`src/brms_pkg.sv`:
```
// Shared types and constants for the block RMS with mean removal.
`default_nettype none

package brms_pkg;

  // Field widths fixed by the interface
  localparam int unsigned SAMPLE_W   = 16;
  localparam int unsigned RMS_W      = 30;
  localparam int unsigned MCNT_W     = 13;
  localparam int unsigned CFG_IDX_W  = 2;
  localparam int unsigned CFG_DATA_W = 13;

  // Square of a 16-bit sample, magnitude of the mean, serial multiply length
  localparam int unsigned SQ_W       = 31;
  localparam int unsigned MMAG_W     = 16;
  localparam int unsigned MUL_STEPS  = MMAG_W;
  localparam int unsigned FRAC_W     = 16;

  localparam logic [RMS_W-1:0] RMS_MAX = '1;

  // Configuration register indexes
  localparam logic [CFG_IDX_W-1:0] REG_REMOVE_MEAN = 2'd0;
  localparam logic [CFG_IDX_W-1:0] REG_NORMALIZE   = 2'd1;
  localparam logic [CFG_IDX_W-1:0] REG_MEAN_COUNT  = 2'd2;

  typedef struct packed {
    logic              remove_mean;
    logic              normalize;
    logic [MCNT_W-1:0] mean_count;
  } cfg_t;

  localparam cfg_t CFG_RESET = '{remove_mean: 1'b1, normalize: 1'b1,
                                 mean_count: 13'd512};

  // One finished block result
  typedef struct packed {
    logic [RMS_W-1:0] rms;
    logic             overflow;
  } res_t;

endpackage

`default_nettype wire

```
`src/brms_fin.sv`:
```
// Block-end finisher: bit-serial mean divide, shift-add multiplies, normalize
// divide and square root, sharing one divider.
`default_nettype none

module brms_fin #(
  parameter int unsigned CNT_W = 13
) (
  input  wire                                          clk_i,
  input  wire                                          rst_ni,
  input  wire                                          start_i,
  input  brms_pkg::cfg_t                               cfg_i,
  input  wire  [brms_pkg::SQ_W+CNT_W-2:0]              s2_i,
  input  wire  [brms_pkg::SAMPLE_W+CNT_W-1:0]          s1_i,
  input  wire  [brms_pkg::SAMPLE_W+CNT_W-1:0]          sf_i,
  input  wire  [CNT_W-1:0]                             n_i,
  input  wire                                          ovf_i,
  input  wire                                          take_i,
  output logic                                         busy_o,
  output logic                                         res_vld_o,
  output brms_pkg::res_t                               res_o
);
  import brms_pkg::*;

  localparam int unsigned SW   = SAMPLE_W + CNT_W;     // signed sums
  localparam int unsigned QW   = SQ_W + CNT_W - 1;     // sum of squares
  localparam int unsigned PW   = 32 + CNT_W;           // products, total
  localparam int unsigned UW   = SW + 2;               // 2*S1 - n*m
  localparam int unsigned TSW  = PW + 1;               // signed total
  localparam int unsigned EW   = PW + FRAC_W;          // radicand
  localparam int unsigned RW   = (EW + 1) / 2;         // root
  localparam int unsigned RADW = 2 * RW;
  localparam int unsigned RMW  = RW + 2;               // root remainder
  localparam int unsigned CTW  = $clog2(EW);
  localparam int unsigned MCW  = (CNT_W > MCNT_W) ? CNT_W : MCNT_W;
  localparam int unsigned RXW  = (RW > RMS_W) ? RW : RMS_W;

  typedef enum logic [3:0] {
    S_IDLE, S_DIV_MEAN, S_MUL_NM, S_U_CALC, S_MUL_MU, S_TOTAL,
    S_DIV_NORM, S_SQRT, S_DONE
  } state_e;

  state_e              state_q;
  logic [CTW-1:0]      cnt_q;
  logic [QW-1:0]       s2_q;
  logic [SW-1:0]       s1_q;
  logic [CNT_W-1:0]    n_q;
  logic                ovf_q;
  logic                msgn_q;
  logic                usgn_q;
  logic [MMAG_W-1:0]   mmag_q;
  logic [EW-1:0]       div_q;
  logic [CNT_W-1:0]    rem_q;
  logic [CNT_W-1:0]    dvs_q;
  logic [PW-1:0]       prod_q;
  logic [PW-1:0]       mcand_q;
  logic [MMAG_W-1:0]   mplier_q;
  logic [RADW-1:0]     rad_q;
  logic [RMW-1:0]      sq_rem_q;
  logic [RW-1:0]       root_q;

  // Start: magnitude of the first-section sum and its sample count
  logic [SW-1:0]       sf_mag;
  logic [CNT_W-1:0]    nfirst;
  logic                use_mean;
  assign sf_mag   = sf_i[SW-1] ? (~sf_i + SW'(1)) : sf_i;
  assign nfirst   = (MCW'(n_i) < MCW'(cfg_i.mean_count)) ? n_i : CNT_W'(cfg_i.mean_count);
  assign use_mean = cfg_i.remove_mean && (nfirst != '0);

  // Restoring divider step, one quotient bit per cycle
  logic [CNT_W:0]      rem_s;
  logic                div_ge;
  logic [CNT_W-1:0]    rem_d;
  logic [EW-1:0]       div_d;
  assign rem_s  = {rem_q, div_q[EW-1]};
  assign div_ge = rem_s >= {1'b0, dvs_q};
  assign rem_d  = div_ge ? CNT_W'(rem_s - {1'b0, dvs_q}) : CNT_W'(rem_s);
  assign div_d  = {div_q[EW-2:0], div_ge};

  // Shift-add multiplier step, one multiplier bit per cycle
  logic [PW-1:0]       prod_d;
  assign prod_d = prod_q + (mplier_q[0] ? mcand_q : '0);

  // u = 2*S1 - n*m, from the finished n*|m| product
  logic [UW-1:0]       s1x;
  logic [UW-1:0]       nmx;
  logic [UW-1:0]       u;
  logic [UW-1:0]       umag;
  assign s1x  = {{2{s1_q[SW-1]}}, s1_q};
  assign nmx  = UW'(prod_q);
  assign u    = {s1x[UW-2:0], 1'b0} - (msgn_q ? (~nmx + UW'(1)) : nmx);
  assign umag = u[UW-1] ? (~u + UW'(1)) : u;

  // total = S2 - m*u, clamped at zero, then scaled by 2^16
  logic [TSW-1:0]      s2x;
  logic [TSW-1:0]      px;
  logic [TSW-1:0]      tot;
  logic [PW-1:0]       tot_mag;
  logic [EW-1:0]       e;
  assign s2x     = TSW'(s2_q);
  assign px      = TSW'(prod_q);
  assign tot     = (msgn_q ^ usgn_q) ? (s2x + px) : (s2x - px);
  assign tot_mag = tot[TSW-1] ? '0 : tot[PW-1:0];
  assign e       = {tot_mag, {FRAC_W{1'b0}}};

  // Square root step, two radicand bits per cycle
  logic [RMW+1:0]      sq_s;
  logic [RMW+1:0]      trial;
  logic                sq_ge;
  logic [RMW-1:0]      sq_rem_d;
  logic [RW-1:0]       root_d;
  assign sq_s     = {sq_rem_q, rad_q[RADW-1 -: 2]};
  assign trial    = (RMW+2)'({root_q, 2'b01});
  assign sq_ge    = sq_s >= trial;
  assign sq_rem_d = sq_ge ? RMW'(sq_s - trial) : RMW'(sq_s);
  assign root_d   = {root_q[RW-2:0], sq_ge};

  // Sequencer
  always_ff @(posedge clk_i or negedge rst_ni) begin
    if (!rst_ni) begin
      state_q  <= S_IDLE;
      cnt_q    <= '0;
      s2_q     <= '0;
      s1_q     <= '0;
      n_q      <= '0;
      ovf_q    <= 1'b0;
      msgn_q   <= 1'b0;
      usgn_q   <= 1'b0;
      mmag_q   <= '0;
      div_q    <= '0;
      rem_q    <= '0;
      dvs_q    <= '0;
      prod_q   <= '0;
      mcand_q  <= '0;
      mplier_q <= '0;
      rad_q    <= '0;
      sq_rem_q <= '0;
      root_q   <= '0;
    end else begin
      case (state_q)
        S_IDLE: begin
          if (start_i) begin
            s2_q    <= s2_i;
            s1_q    <= s1_i;
            n_q     <= n_i;
            ovf_q   <= ovf_i;
            msgn_q  <= sf_i[SW-1];
            // no mean: divide zero by one
            div_q   <= use_mean ? EW'(sf_mag) : '0;
            dvs_q   <= use_mean ? nfirst : CNT_W'(1);
            rem_q   <= '0;
            cnt_q   <= CTW'(EW - 1);
            state_q <= S_DIV_MEAN;
          end
        end
        S_DIV_MEAN: begin
          div_q <= div_d;
          rem_q <= rem_d;
          if (cnt_q == '0) begin
            mmag_q   <= div_d[MMAG_W-1:0];
            mplier_q <= div_d[MMAG_W-1:0];
            mcand_q  <= PW'(n_q);
            prod_q   <= '0;
            cnt_q    <= CTW'(MUL_STEPS - 1);
            state_q  <= S_MUL_NM;
          end else begin
            cnt_q <= cnt_q - CTW'(1);
          end
        end
        S_MUL_NM: begin
          prod_q   <= prod_d;
          mcand_q  <= mcand_q << 1;
          mplier_q <= mplier_q >> 1;
          cnt_q    <= cnt_q - CTW'(1);
          if (cnt_q == '0) begin
            state_q <= S_U_CALC;
          end
        end
        S_U_CALC: begin
          usgn_q   <= u[UW-1];
          mcand_q  <= PW'(umag);
          mplier_q <= mmag_q;
          prod_q   <= '0;
          cnt_q    <= CTW'(MUL_STEPS - 1);
          state_q  <= S_MUL_MU;
        end
        S_MUL_MU: begin
          prod_q   <= prod_d;
          mcand_q  <= mcand_q << 1;
          mplier_q <= mplier_q >> 1;
          cnt_q    <= cnt_q - CTW'(1);
          if (cnt_q == '0) begin
            state_q <= S_TOTAL;
          end
        end
        S_TOTAL: begin
          if (cfg_i.normalize) begin
            // empty block guard: divide zero by one
            div_q   <= (n_q != '0) ? e : '0;
            dvs_q   <= (n_q != '0) ? n_q : CNT_W'(1);
            rem_q   <= '0;
            cnt_q   <= CTW'(EW - 1);
            state_q <= S_DIV_NORM;
          end else begin
            rad_q    <= RADW'(e);
            sq_rem_q <= '0;
            root_q   <= '0;
            cnt_q    <= CTW'(RW - 1);
            state_q  <= S_SQRT;
          end
        end
        S_DIV_NORM: begin
          div_q <= div_d;
          rem_q <= rem_d;
          if (cnt_q == '0) begin
            rad_q    <= RADW'(div_d);
            sq_rem_q <= '0;
            root_q   <= '0;
            cnt_q    <= CTW'(RW - 1);
            state_q  <= S_SQRT;
          end else begin
            cnt_q <= cnt_q - CTW'(1);
          end
        end
        S_SQRT: begin
          rad_q    <= rad_q << 2;
          sq_rem_q <= sq_rem_d;
          root_q   <= root_d;
          cnt_q    <= cnt_q - CTW'(1);
          if (cnt_q == '0) begin
            state_q <= S_DONE;
          end
        end
        S_DONE: begin
          if (take_i) begin
            state_q <= S_IDLE;
          end
        end
        default: begin
          state_q <= S_IDLE;
        end
      endcase
    end
  end

  // Result, saturated to the rms field
  logic [RXW-1:0] root_x;
  assign root_x       = RXW'(root_q);
  assign res_o.rms    = (root_x > RXW'(RMS_MAX)) ? RMS_MAX : root_x[RMS_W-1:0];
  assign res_o.overflow = ovf_q;
  assign res_vld_o    = (state_q == S_DONE);
  assign busy_o       = (state_q != S_IDLE);

endmodule

`default_nettype wire

```
`src/block_rms_with_mean_removal_top.sv`:
```
// Top level of the block RMS with mean removal: sample accumulation,
// configuration registers and result register.
//
//   channel  direction  handshake                fields
//   in       sink       in_valid_i / in_stall_o  sample_i, last_i
//   out      source     out_valid_o / out_stall_i rms_o, overflow_o
//   cfg      sink       cfg_valid_i / cfg_ready_o cfg_index_i, cfg_data_i
//
// Samples are taken one per cycle; each passes a register, a squaring stage
// and the accumulators. A final sample starts the finisher once it has passed
// the sample and square registers; the finisher's bit-serial divider works on
// EW = 48 + clog2(MAX_SAMPLES+1) bits, its root unit yields RW = ceil(EW/2)
// bits, and the normalize divide is skipped with normalize off. Samples of the
// next block are taken meanwhile; only its final beat is stalled until the
// finisher is free. Reset is asynchronous and clears counts, accumulators and
// control, and loads the register defaults.
`default_nettype none

module block_rms_with_mean_removal_top #(
  parameter int unsigned MAX_SAMPLES = 4096
) (
  input  wire                                 clk_i,
  input  wire                                 rst_ni,
  input  wire                                 in_valid_i,
  output logic                                in_stall_o,
  input  wire  signed [brms_pkg::SAMPLE_W-1:0] sample_i,
  input  wire                                 last_i,
  output logic                                out_valid_o,
  input  wire                                 out_stall_i,
  output logic [brms_pkg::RMS_W-1:0]          rms_o,
  output logic                                overflow_o,
  input  wire                                 cfg_valid_i,
  output logic                                cfg_ready_o,
  input  wire  [brms_pkg::CFG_IDX_W-1:0]      cfg_index_i,
  input  wire  [brms_pkg::CFG_DATA_W-1:0]     cfg_data_i
);
  import brms_pkg::*;

  localparam int unsigned CNT_W = $clog2(MAX_SAMPLES + 1);
  localparam int unsigned SUM_W = SAMPLE_W + CNT_W;
  localparam int unsigned SQS_W = SQ_W + CNT_W - 1;
  localparam int unsigned MCW   = (CNT_W > MCNT_W) ? CNT_W : MCNT_W;

  cfg_t cfg_q;

  // Configuration registers, always ready
  assign cfg_ready_o = 1'b1;

  always_ff @(posedge clk_i or negedge rst_ni) begin
    if (!rst_ni) begin
      cfg_q <= CFG_RESET;
    end else if (cfg_valid_i) begin
      case (cfg_index_i)
        REG_REMOVE_MEAN: cfg_q.remove_mean <= cfg_data_i[0];
        REG_NORMALIZE:   cfg_q.normalize   <= cfg_data_i[0];
        REG_MEAN_COUNT:  cfg_q.mean_count  <= cfg_data_i[MCNT_W-1:0];
        default: begin
        end
      endcase
    end
  end

  // Input stage: count, overflow and first-section flag
  logic [CNT_W-1:0] count_q;
  logic             ovf_q;
  logic [CNT_W-1:0] lastn_q;
  logic             lastovf_q;
  logic             fin_busy;
  logic             in_fire;
  logic             take;
  logic             first;
  logic [CNT_W-1:0] count_d;
  logic             ovf_d;

  logic                      a_vld_q, a_take_q, a_first_q, a_last_q;
  logic signed [SAMPLE_W-1:0] a_x_q;
  logic                      b_vld_q, b_take_q, b_first_q, b_last_q;
  logic [SAMPLE_W-1:0]       b_x_q;
  logic [SQ_W-1:0]           b_sq_q;

  // only a final beat waits, while an earlier block is still in flight
  assign in_stall_o = last_i & (fin_busy | (a_vld_q & a_last_q) | (b_vld_q & b_last_q));
  assign in_fire    = in_valid_i & ~in_stall_o;
  assign take       = count_q < CNT_W'(MAX_SAMPLES);
  assign first      = take && (MCW'(count_q) < MCW'(cfg_q.mean_count));
  assign count_d    = take ? (count_q + CNT_W'(1)) : count_q;
  assign ovf_d      = ovf_q | ~take;

  always_ff @(posedge clk_i or negedge rst_ni) begin
    if (!rst_ni) begin
      count_q   <= '0;
      ovf_q     <= 1'b0;
      lastn_q   <= '0;
      lastovf_q <= 1'b0;
    end else if (in_fire) begin
      if (last_i) begin
        count_q   <= '0;
        ovf_q     <= 1'b0;
        lastn_q   <= count_d;
        lastovf_q <= ovf_d;
      end else begin
        count_q <= count_d;
        ovf_q   <= ovf_d;
      end
    end
  end

  // Sample register, then square register
  logic signed [2*SAMPLE_W-1:0] a_prod;
  assign a_prod = a_x_q * a_x_q;

  always_ff @(posedge clk_i or negedge rst_ni) begin
    if (!rst_ni) begin
      a_vld_q   <= 1'b0;
      a_take_q  <= 1'b0;
      a_first_q <= 1'b0;
      a_last_q  <= 1'b0;
      b_vld_q   <= 1'b0;
      b_take_q  <= 1'b0;
      b_first_q <= 1'b0;
      b_last_q  <= 1'b0;
    end else begin
      a_vld_q <= in_fire;
      if (in_fire) begin
        a_take_q  <= take;
        a_first_q <= first;
        a_last_q  <= last_i;
      end
      b_vld_q <= a_vld_q;
      if (a_vld_q) begin
        b_take_q  <= a_take_q;
        b_first_q <= a_first_q;
        b_last_q  <= a_last_q;
      end
    end
  end

  always_ff @(posedge clk_i) begin
    if (in_fire) begin
      a_x_q <= sample_i;
    end
    if (a_vld_q) begin
      b_x_q  <= a_x_q;
      b_sq_q <= a_prod[SQ_W-1:0];
    end
  end

  // Accumulators; a final beat hands the sums over and clears them
  logic [SQS_W-1:0] acc_s2_q, acc_s2_d;
  logic [SUM_W-1:0] acc_s1_q, acc_s1_d;
  logic [SUM_W-1:0] acc_sf_q, acc_sf_d;
  logic [SUM_W-1:0] bx_ext;
  logic             b_add;
  logic             fin_start;

  assign bx_ext    = {{CNT_W{b_x_q[SAMPLE_W-1]}}, b_x_q};
  assign b_add     = b_vld_q & b_take_q;
  assign acc_s2_d  = acc_s2_q + (b_add ? SQS_W'(b_sq_q) : '0);
  assign acc_s1_d  = acc_s1_q + (b_add ? bx_ext : '0);
  assign acc_sf_d  = acc_sf_q + ((b_add & b_first_q) ? bx_ext : '0);
  assign fin_start = b_vld_q & b_last_q;

  always_ff @(posedge clk_i or negedge rst_ni) begin
    if (!rst_ni) begin
      acc_s2_q <= '0;
      acc_s1_q <= '0;
      acc_sf_q <= '0;
    end else if (b_vld_q) begin
      if (b_last_q) begin
        acc_s2_q <= '0;
        acc_s1_q <= '0;
        acc_sf_q <= '0;
      end else begin
        acc_s2_q <= acc_s2_d;
        acc_s1_q <= acc_s1_d;
        acc_sf_q <= acc_sf_d;
      end
    end
  end

  // Block-end finisher
  logic fin_vld;
  logic out_free;
  res_t fin_res;

  brms_fin #(
    .CNT_W (CNT_W)
  ) u_fin (
    .clk_i     (clk_i),
    .rst_ni    (rst_ni),
    .start_i   (fin_start),
    .cfg_i     (cfg_q),
    .s2_i      (acc_s2_d),
    .s1_i      (acc_s1_d),
    .sf_i      (acc_sf_d),
    .n_i       (lastn_q),
    .ovf_i     (lastovf_q),
    .take_i    (out_free),
    .busy_o    (fin_busy),
    .res_vld_o (fin_vld),
    .res_o     (fin_res)
  );

  // Output register, reloaded in the cycle it is taken
  logic             out_vld_q;
  logic [RMS_W-1:0] rms_q;
  logic             out_ovf_q;

  assign out_free = ~out_vld_q | ~out_stall_i;

  always_ff @(posedge clk_i or negedge rst_ni) begin
    if (!rst_ni) begin
      out_vld_q <= 1'b0;
    end else if (fin_vld && out_free) begin
      out_vld_q <= 1'b1;
    end else if (!out_stall_i) begin
      out_vld_q <= 1'b0;
    end
  end

  always_ff @(posedge clk_i) begin
    if (fin_vld && out_free) begin
      rms_q     <= fin_res.rms;
      out_ovf_q <= fin_res.overflow;
    end
  end

  assign out_valid_o = out_vld_q;
  assign rms_o       = rms_q;
  assign overflow_o  = out_ovf_q;

endmodule

`default_nettype wire

```
`config.mk`:
```
export PLATFORM = sky130hd
export DESIGN_NAME = block_rms_with_mean_removal_top
export DESIGN_NICKNAME = d
export VERILOG_FILES = /design/src/brms_pkg.sv /design/src/brms_fin.sv /design/src/block_rms_with_mean_removal_top.sv
export SDC_FILE = /design/constraint.sdc
export NUM_CORES = 2
export LEC_CHECK = 0
export BUFFER_PORTS_ARGS = -buffer_cell sky130_fd_sc_hd__buf_2
export CORE_MARGIN = 3
export CORE_UTILIZATION = 50
export CTS_CLUSTER_SIZE = 16
export DETAILED_ROUTE_END_ITERATION = 10
export GPL_TIMING_DRIVEN = 1
export PLACE_DENSITY_LB_ADDON = 0.15
export SLEW_MARGIN = 30
export SYNTH_ARGS = -nofsm -noshare
export SYNTH_HDL_FRONTEND = slang
export SYNTH_SLANG_ARGS = --single-unit
```
`constraint.sdc`:
```
create_clock -name clk_i -period 6.3 [get_ports clk_i]
set_clock_uncertainty 0.1 [all_clocks]
set_input_delay 0.63 -clock clk_i [delete_from_list [all_inputs] [get_ports clk_i]]
set_output_delay 0.63 -clock clk_i [all_outputs]
set_load 0.01 [all_outputs]
```
==> flow_summary.json <==
{
  "status": "finished, violations left",
  "failed_checks": "negative setup slack",
  "drc": 0,
  "later_pin_clock_latency_in_the_skew_report_ps": 670,
  "worst_reg2reg_path_depth": 25,
  "cell_at_the_slowest_stage_of_the_critical_path": "fa_1",
  "clkSinkCount": 678,
  "synth.yosys.seq_area_share_pct": 32.6,
  "period_needed_ps": 6310,
  "final.setup.tns_ps": -8.50,
  "yosys_register_bits": 678,
  "synth_edf_count": 92,
  "syn-cell-area_um2": 53400,
  "cts_tree": "done",
  "clock_tree.htree_level_count": 3,
  "worst_flop_to_flop_path_endpoint": "b_sq_q[29]",
  "final_layout_size_suffix_gt1_share_pct": 11.3,
  "io-pin-count": 71,
  "global_route_wire_length_before_repair_um": 241000,
  "layout_setup_ws_ps": -7.37,
  "worst_slew_margin_rel_pct": 30.8,
  "numPlacedInstances": 7315,
  "achievable-frequency_mhz": 159,
  "hp-class": "input port to flop",
  "fin_worst_hold_slack_ps": 49.0,
  "critical_path.startpoint": "a_x_q[5]",
  "timing.max_cap.violations": 0,
  "nets": 6678,
  "crit_required_ps": 6620,
  "portBuffers": 69,
  "endpoint_kind": "flop",
  "synth.largest_area_cell": "dfrtp_1",
  "crit_arrival_ps": 6620,
  "fillcell_total": 9542,
  "synth_top_cells_by_area": "dfrtp_1, fa_1, ha_1",
  "syn_to_final_growth_pct": 11.8,
  "finalCritPeriodShare_pct": 100,
  "route.antenna.remaining_nets": 0,
  "floorplan.die.width_um": 333,
  "antenna_found_initial": 8,
  "final-setup-viol-count": 2,
  "max_stage_delay_ps": 510,
  "drv_slew": 0,
  "via_count_of_the_first_global_routing_pass": 43400,
  "synth_ff_type": "dfrtp_1",
  "synth_warn": 0,
  "routed_wl_um": 149000,
  "critical_path.startpoint_type": "flop",
  "rsz0062_at_grt": "true",
  "clk_pin_slew_ps": 60,
  "cts_max_path_buffers": 3,
  "ys_types": 98,
  "overflow": 0,
  "cp_max_fo": 5,
  "cts.root.buffer_cell": "clkbuf_16",
  "launch_instance_of_the_worst_register_to_register_path": "a_x_q[5]",
  "detail_route.first_pass.iterations": 10,
  "global_route_usage_sum_pct": 26.9,
  "syn_area_per_cell_um2": 9.00,
  "critical_path.most_common_cell": "fa_1",
  "grt_start_max_net_pins": 155,
  "routed_via_density": 5.88,
  "timing.final.hold_violations": 0,
  "synthMostInstantiatedCell": "nand2_1",
  "finalWeightedCongestion": 0.909,
  "dpl.hpwl_um": 112000,
  "regToRegSetupSlack_ps": -7,
  "initial_core_util_pct": 50.6,
  "die-area_um2": 111000,
  "detail_route.wl_per_cell_um": 19.9,
  "antenna_cells": 0,
  "vias": 44000,
  "postSynth.asyncResetShare_pct": 86.4,
  "die_h_um": 333,
  "critPathKind": "flop to flop",
  "cts_inserted_buffers": 79,
  "setup.worst_path.end": "b_sq_q[29]",
  "drt_iter0_drc": 3789,
  "worst_margin_pin_slew_ps": 1030,
  "synth_common_cells": "nand2_1, dfrtp_1, inv_1",
  "layout.cells.non_filler": 7492,
  "postSynthCellCount": 5936,
  "place_ws_ps": -316,
  "fp-row-count": 119,
  "post-synth-top-area-fraction_pct": 27.3,
  "coreArea_um2": 106000
}
## layout make-up
class / count / area [µm²] / share of cell area, %
timing repair buffer: 301 / 2270 / 3.80
clock inverter: 40 / 459 / 0.768
inverter: 529 / 1990 / 3.33
multi-input combinational: 4447 / 33600 / 56.2
sequential: 678 / 17400 / 29.2
clock buffer: 106 / 2310 / 3.87
tap: 1391 / 1740 / 2.91
## metal layers
layer  up-vias  wire [µm]  GRT usage (%)
li1      21100          -              -
met2      1065      67300           42.5
met5         -         13              0
met1     21700      69200           38.4
met4         2       4140           7.86
met3       220       8330           4.13
## kinds of logic after synthesis
logic type	synth area share (%)
other	0.0141
and+or+nand+nor	14.6
AOI/OAI and AO/OA	20.8
buffers and inverters	5.78
muxes	1.97
xor gates and xnor gates	6.69
DFF	32.6
adders and majority gates	17.5
## stage by stage
step	cell area, µm²	util, %
floorplan	53600	-
global placement	56200	53.2
detailed placement	56200	53.2
CTS	59400	56.2
global route	59800	56.5
finish	59800	56.5
## how the worst min path moves through the flow
stage                       startpoint        end  slack, ps  cells past startpoint
after global placement        a_last_q   a_last_q        360                      2
after floorplan                 rst_ni  a_first_q        230                      0
after global routing       sample_i[6]   a_x_q[6]         30                      1
after CTS                 sample_i[11]  a_x_q[11]          6                      1
final                      sample_i[6]   a_x_q[6]         50                      1
after detailed placement      a_last_q   a_last_q        360                      2
## worst max-delay path: cells and delay by family, from the launching register on
family,cells,cell delay [ps]
fa+ha+maj,7,3210
compound gates,8,1610
buf+inv,7,470
flops,1,400
simple gates,2,200
xor+xnor,1,80
## registers in the layout, summed over array words and instances (netlist names), 30 cells and up
signal,flops
acc_s2_q,43
u_fin.root_q,31
u_fin.div_q,61
u_fin.rad_q,62
u_fin.s2_q,43
rms_o,30
u_fin.mcand_q,45
u_fin.sq_rem_q,33
u_fin.prod_q,45
## placed cells by master (no fill, tap or decap), types with 154 or more instances in the layout
cell type	instances
nand2_1	620
dfrtp_1	581
inv_1	502
o21ai_0	436
a21oi_1	379
ha_1	353
nor2_1	349
xnor2_1	240
fa_1	231
buf_4	202
xor2_1	154
## what timing repair did
item	CTS	global route
cloned	1	0
buffers inserted	16	15
hold buffers	1	0
hold endpoints to repair	79	0
gates resized for setup	87	52
pin swaps	75	39
endpoints found under the setup margin	8	39
Power is not shown: default switching activity piles up to over one toggle a cycle in this logic, so the estimate is an artifact.
